===== config.mk =====
export PLATFORM = sky130hd
export DESIGN_NAME = sphb_weight
export DESIGN_NICKNAME = d
export VERILOG_FILES = /design/src/rtl/spectrum_peak_hold_bands_core_macros.svh /design/src/rtl/sphb_pkg.sv /design/src/rtl/sphb_weight.sv
export SDC_FILE = /design/constraint.sdc
export NUM_CORES = 2
export LEC_CHECK = 0
export BUFFER_PORTS_ARGS = -buffer_cell sky130_fd_sc_hd__buf_4
export CAP_MARGIN = 25
export CORE_ASPECT_RATIO = 0.9
export CORE_MARGIN = 2
export CORE_UTILIZATION = 40
export DETAILED_ROUTE_END_ITERATION = 10
export GPL_TIMING_DRIVEN = 0
export PLACE_DENSITY = 0.64
export SYNTH_ARGS = -nofsm -noshare
export SYNTH_HDL_FRONTEND = slang
export SYNTH_SLANG_ARGS = --single-unit
export TNS_END_PERCENT = 50

===== constraint.sdc =====
create_clock -name clk -period 8.1 [get_ports clk]
set_input_delay 1.215 -clock clk [delete_from_list [all_inputs] [get_ports clk]]
set_output_delay 1.215 -clock clk [all_outputs]
set_load 0.01 [all_outputs]

===== src/rtl/spectrum_peak_hold_bands_core_macros.svh =====
`ifndef SPECTRUM_PEAK_HOLD_BANDS_CORE_MACROS_SVH
`define SPECTRUM_PEAK_HOLD_BANDS_CORE_MACROS_SVH

// Assertion shorthands. They expect clk and rst_n in the scope of use.

// The consequent must hold in the same cycle as the antecedent.
`define SPHB_ASSERT_NOW(lbl, ante, cons, msg) \
  lbl: assert property (@(posedge clk) disable iff (!rst_n) (ante) |-> (cons)) \
    else $error(msg);

// The consequent must hold in the cycle after the antecedent.
`define SPHB_ASSERT_NEXT(lbl, ante, cons, msg) \
  lbl: assert property (@(posedge clk) disable iff (!rst_n) (ante) |=> (cons)) \
    else $error(msg);

`endif


===== src/rtl/sphb_pkg.sv =====
package sphb_pkg;

  // Array sizes.
  localparam int NUM_BINS   = 256;
  localparam int NUM_BANDS  = 6;
  localparam int BAND_WIDTH = 51;

  localparam int BIN_W      = $clog2(NUM_BINS);
  localparam int BAND_IDX_W = $clog2(NUM_BANDS);

  // Field widths.
  localparam int IDX_W      = 8;
  localparam int MAG_W      = 16;
  localparam int LVL_W      = 16;
  localparam int GAIN_W     = 16;
  localparam int DECAY_W    = 16;
  localparam int CFG_IDX_W  = 1;
  localparam int CFG_DATA_W = 16;

  // Weighting arithmetic: magnitude * (100 + 9*bin) * gain / 25600.
  localparam int TILT_BASE    = 100;
  localparam int TILT_SLOPE   = 9;
  localparam int TILT_W       = 12;
  localparam int P1_W         = MAG_W + TILT_W;
  localparam int P2_W         = P1_W + GAIN_W;
  localparam int SCALE_SHIFT  = 8;
  localparam int X_W          = P2_W - SCALE_SHIFT;
  localparam int DIV_LO       = 100;
  localparam int FULL_SCALE   = 32768;
  localparam int SAT_X        = DIV_LO * FULL_SCALE;
  localparam int XL_W         = 22;
  localparam int RECIP_SHIFT  = 29;
  localparam int RECIP_M      = ((1 << RECIP_SHIFT) + DIV_LO - 1) / DIV_LO;
  localparam int RECIP_W      = 23;
  localparam int P3_W         = XL_W + RECIP_W;

  localparam logic [LVL_W-1:0]      LEVEL_ONE   = LVL_W'(FULL_SCALE);
  localparam logic [GAIN_W-1:0]     GAIN_RESET  = GAIN_W'(256);
  localparam logic [DECAY_W-1:0]    DECAY_RESET = DECAY_W'(1311);
  localparam logic [BAND_IDX_W-1:0] LAST_BAND   = BAND_IDX_W'(NUM_BANDS - 1);

  // Result kinds.
  localparam logic KIND_BIN  = 1'b0;
  localparam logic KIND_BAND = 1'b1;

  // Register indexes.
  localparam logic [CFG_IDX_W-1:0] CFG_GAIN  = CFG_IDX_W'(0);
  localparam logic [CFG_IDX_W-1:0] CFG_DECAY = CFG_IDX_W'(1);

  // Control from the update stage to the band peak unit.
  typedef struct packed {
    logic                  upd;
    logic [IDX_W-1:0]      bin;
    logic [LVL_W-1:0]      lvl;
    logic                  clr;
    logic [BAND_IDX_W-1:0] sel;
  } band_ctl_t;

endpackage


===== src/rtl/sphb_weight.sv =====
module sphb_weight (
  input  logic                           clk,
  input  logic                           rst_n,
  input  logic                           en,
  input  logic                           in_v,
  input  logic [sphb_pkg::IDX_W-1:0]     in_bin,
  input  logic [sphb_pkg::MAG_W-1:0]     in_mag,
  input  logic [sphb_pkg::GAIN_W-1:0]    gain,
  output logic                           out_v,
  output logic [sphb_pkg::IDX_W-1:0]     out_bin,
  output logic [sphb_pkg::LVL_W-1:0]     weighted
);

  logic [sphb_pkg::TILT_W-1:0]  tilt;
  logic [sphb_pkg::X_W-1:0]     x;
  logic                         sat;

  logic                         v1_r, v2_r, v3_r;
  logic [sphb_pkg::IDX_W-1:0]   bin1_r, bin2_r, bin3_r;
  logic [sphb_pkg::P1_W-1:0]    p1_r;
  logic [sphb_pkg::P2_W-1:0]    p2_r;
  logic [sphb_pkg::P3_W-1:0]    p3_r;
  logic                         sat3_r;

  // Spectral tilt factor, 100 + 9*bin.
  assign tilt = sphb_pkg::TILT_W'(sphb_pkg::TILT_BASE)
              + sphb_pkg::TILT_W'(sphb_pkg::TILT_SLOPE) * sphb_pkg::TILT_W'(in_bin);

  // Drop the /256 part of the divisor; the /100 part is a reciprocal multiply
  // that is exact below the saturation point.
  assign x   = p2_r[sphb_pkg::P2_W-1:sphb_pkg::SCALE_SHIFT];
  assign sat = (x >= sphb_pkg::X_W'(sphb_pkg::SAT_X));

  // Valid bits of the three stages.
  always_ff @(posedge clk) begin
    if (!rst_n) begin
      v1_r <= 1'b0;
      v2_r <= 1'b0;
      v3_r <= 1'b0;
    end else if (en) begin
      v1_r <= in_v;
      v2_r <= v1_r;
      v3_r <= v2_r;
    end
  end

  // Product stages.
  always_ff @(posedge clk) begin
    if (en) begin
      bin1_r <= in_bin;
      p1_r   <= sphb_pkg::P1_W'(in_mag) * sphb_pkg::P1_W'(tilt);
      bin2_r <= bin1_r;
      p2_r   <= sphb_pkg::P2_W'(p1_r) * sphb_pkg::P2_W'(gain);
      bin3_r <= bin2_r;
      sat3_r <= sat;
      p3_r   <= sphb_pkg::P3_W'(x[sphb_pkg::XL_W-1:0])
              * sphb_pkg::P3_W'(sphb_pkg::RECIP_M);
    end
  end

  assign out_v    = v3_r;
  assign out_bin  = bin3_r;
  assign weighted = sat3_r ? sphb_pkg::LEVEL_ONE
                           : p3_r[sphb_pkg::RECIP_SHIFT +: sphb_pkg::LVL_W];

endmodule


### Word level (Yosys, flattened, before mapping)

Cells that the tools add are included.

| word-level totals | value |
|---|---|
| flip-flop bits (word level) | 144 |
| input bits | 44 |

| operators by class | value |
|---|---|
| add/sub/neg operators | 1 |
| multiply operators | 4 |
| order comparisons | 1 |
| mux-type cells | 1 |

Operator list:

| cell | number |
|---|---|
| $mul 22x22->44 const B | 1 |
| $mul 28x16->44 | 1 |
| $ge 36x22->1 const B | 1 |
| $mul 16x12->28 | 1 |
| $mux 16 | 1 |
| $add 7x12->12 const A | 1 |
| $mul 4x8->12 const A | 1 |

### Depth between registers and ports, before layout

| depth | value |
|---|---|
| depth in word-level cells | 3 |
| gate-level depth with buffers | 33 |

### Least setup slack after synthesis

No wires, ideal clock.

| path | value |
|---|---|
| path type | input to register |
| start | in in_bin[1] in the netlist's numbering |
| end | reg p1_r[23] in the netlist's numbering, data pin |
| setup time | 0.260 ns |
| data arrival time | 7.787 ns |
| required time | 7.840 ns |
| path slack | 0.053 ns |
| stages on the path | 31 |
| path buffers | 1 |
| cells stage by stage | ha_1 -> inv_1 -> fa_1 -> inv_1 -> ha_1 -> a31oi_1 -> nor2b_1 -> o21a_1 -> o21ai_0 -> nand2b_1 -> a21oi_1 -> xnor2_1 -> clkbuf_1 -> nand2_1 -> fa_1 -> fa_1 -> inv_1 -> fa_1 -> fa_1 -> inv_1 -> fa_1 -> inv_1 -> ha_1 -> and4_1 -> and3_1 -> a2111oi_2 -> a211o_1 -> nand2_1 -> a21o_1 -> a21oi_1 -> xnor2_1 |

| between the ends | value |
|---|---|
| word-level cells in the longest chain between the ends | 3 |

RTL lines:

| item | RTL line | source |
|---|---|---|
| start, declared | sphb_weight.sv:6 | `input logic [sphb_pkg::IDX_W-1:0] in_bin,` |
| $mul 4x8->12 | sphb_weight.sv:27 | `+ sphb_pkg::TILT_W'(sphb_pkg::TILT_SLOPE) * sphb_pkg::TILT_W'(in_bin);` |
| $add 7x12->12 | sphb_weight.sv:27 |  |
| $mul 16x12->28 | sphb_weight.sv:51 | `p1_r <= sphb_pkg::P1_W'(in_mag) * sphb_pkg::P1_W'(tilt);` |
| end signal, assigned | sphb_weight.sv:51 |  |
| end, declared | sphb_weight.sv:20 | `logic [sphb_pkg::P1_W-1:0] p1_r;` |

Every way passes these cells.
A chain may end at the register's enable or synchronous reset.

### Final worst setup path

| path | value |
|---|---|
| start | in in_bin[1] in the netlist's numbering |
| end | reg p1_r[27] in the netlist's numbering, data pin |

The elaborated chain is that of the path after synthesis.

==> flow_metrics.tcl <==
set metrics [dict create \
    synth_top_area_cell "fa_1" \
    pin_count 69 \
    clock_path_buffers 2 \
    seq_area_mm2 0.00321 \
    area_growth_pct 7.76 \
    post_dp_cell_area_mm2 0.0339 \
    finalHoldViolCount 0 \
    track_usage 0.200 \
    end_kind "flip-flop" \
    ys_warn_count 0 \
    routed_wl_mm 79.6 \
    rsz0062_at_grt "true" \
    cts_root_buffer "clkbuf_16" \
    critPathArrivalTime_ns 8.20 \
    instances_no_fill 4418 \
    synthFlopType "edfxtp_1" \
    overflow 0 \
    hold_path_class "flip-flop to flip-flop" \
    finalSetupViolations 0 \
    crit_fanout 7 \
    grt_max_degree 71 \
    path_class "primary input to flip-flop" \
    post-route-period-util 0.998 \
    layout_common_cells "inv_1, fa_1, nand2_1, ha_1, and2_1" \
    avgRoutedWirePerCell_um 18.0 \
    cp_top_family "adder cells" \
    synth-async-reset-ratio 0 \
    drtAntennaViolNets 0 \
    fin_worst_skew_ns 0.0158 \
    drc_errors 0 \
    path_buf_inv 6 \
    grt_first_pass_wirelength_mm 128 \
    fp.dieH_um 273 \
    cts_tree "yes" \
    required_ns 8.22 \
    vias 22339 \
    synth_top_area_frac 0.424 \
    io_buffer_count 55 \
    fp.dieW_um 303 \
    cts_buffers 9 \
    clock_latency_ns 0.38 \
    design_area_mm2 0.0347 \
    pre_cts_slack_ns -1.05 \
    synthTopCellsByArea "fa_1, ha_1, edfxtp_1" \
    status "completed" \
    final_nets 4527 \
    final_common_cell "inv_1" \
    synth_cell_types 67 \
    cp_slowest_stage_delay_ns 0.53 \
    rr_worst_depth 21 \
    tns_ns 0 \
    netlist_instances 3285 \
    clock.fmax_mhz 124 \
    synth_edf_count 105 \
    htree_levels 3 \
    grt_pass1_vias 23563 \
    drive_gt1_frac 0.0538 \
    start_util 0.404 \
    worstHoldPathCells 0 \
    max_cap_violations 0 \
    clk_pin_slew_worst_paths_ns 0.08 \
    die_area_mm2 0.0827 \
    dp_hpwl_mm 67.5 \
    antenna_found_initial 1 \
    avgSynthCellArea_um2 9.80 \
    dp_cells 4391 \
    worstSetupPathDepth 32 \
    cp_slowest_cell "fa_1" \
    cts_hold_buf 0 \
    synth_nets 4451 \
    finalMaxSlewViolations 0 \
    gp_congestion 0.927 \
    routed_via_density 5.06 \
    drtIter0Drc 1383 \
    slew_headroom 0.445 \
    crit_top_cell "fa_1" \
    syn_area_mm2 0.0322 \
    ys_seq_elements 108 \
    period_needed_ns 8.08 \
    setup_ws_ns 0.0192 \
    first_pass_iters 5 \
    critPathLaunchType "primary input" \
    fillerInstances 7666 \
    clock_sinks 108 \
    core_area_mm2 0.0796 \
    fp-row-count 98 \
    ys_seq_area_frac 0.0998 \
    multiInputGateArea_mm2 0.0260 \
    tightestPinTransition_ns 0.833 \
]
path summary, 6_finish.rpt:
kind                                          start                    to  slack, ns
worst max register to register   p1_r[14]$_DFFE_PP_    p2_r[43]$_DFFE_PP_       0.82
worst max-delay path                      in_bin[1]    p1_r[27]$_DFFE_PP_       0.02
worst min-delay path            bin2_r[4]$_DFFE_PP_  out_bin[4]$_DFFE_PP_       0.42
worst min register to register  bin2_r[4]$_DFFE_PP_  out_bin[4]$_DFFE_PP_       0.42
logic make-up after synthesis:
| logic type | after synthesis | synth area share |
|---|---|---|
| multiplexers | 3 | 0.000933 |
| AND/OR/NAND/NOR | 837 | 0.124 |
| adder cells (fa/ha/maj) | 1122 | 0.595 |
| XOR/XNOR | 82 | 0.0223 |
| buffers and inverters | 859 | 0.101 |
| AO/OA/AOI/OAI | 274 | 0.0577 |
| flip-flops | 108 | 0.0998 |
synthesized netlist by cell type (4+ instances only):
master    number
edfxtp_1     105
nor3_1         7
a31oi_1       14
nand4_1       15
nor2_1        37
and3_1        11
a21oi_1       87
a211oi_1       5
o21ai_0       36
o21bai_1      13
a211o_1        6
ha_1         441
nand3_1       17
o21a_1         7
a21oi_2        5
a31o_2         4
xnor2_1       50
and2_1       193
nor4_1         4
nand2b_1      23
a21o_1        56
o211ai_1       4
and4_1         5
nand2_1      476
fa_1         681
xor2_1        32
o21ai_1        6
nand3b_1       5
inv_1        751
nor2b_1       32
clkbuf_1     104
registers in the layout, summed over array words and instances (netlist names):
signal,flops
p3_r,16
p1_r,28
v2_r,1
p2_r,36
out_bin,8
bin1_r,8
sat3_r,1
v1_r,1
bin2_r,8
out_v,1
per-stage QoR:
step,hold slack [ns],utilization
finish,0.424,0.436
global route,0.421,0.436
CTS,0.424,0.432
detailed placement,0.405,0.426
global placement,0.401,0.426
floorplan,0.400,-
cell type report:
cell class	count	area share
Timing Repair Buffer	67	0.0158
Buffer	106	0.0134
Tap cell	1050	0.0379
Inverter	751	0.0813
Multi-Input combinational cell	2318	0.750
Sequential cell	108	0.0926
Antenna cell	2	0.000144
Clock buffer	9	0.00649
Clock inverter	7	0.00224
per-layer routing:
layer | up-vias | track usage | share of wire
met5 | - | 0 | 0
met4 | 0 | 0.0537 | 0.026
met3 | 117 | 0.0274 | 0.056
met2 | 609 | 0.327 | 0.48
met1 | 11420 | 0.277 | 0.44
li1 | 10193 | - | -
repair_timing:
item / CTS / global route
setup buffers: 4 / 7
pin swaps: 5 / 18
resized for setup: 31 / 82
endpoints found under the setup margin: 17 / 24
Power is left out: the tool's default activity adds up to more than one toggle a clock period on the data nets, which glitch-free logic cannot reach.
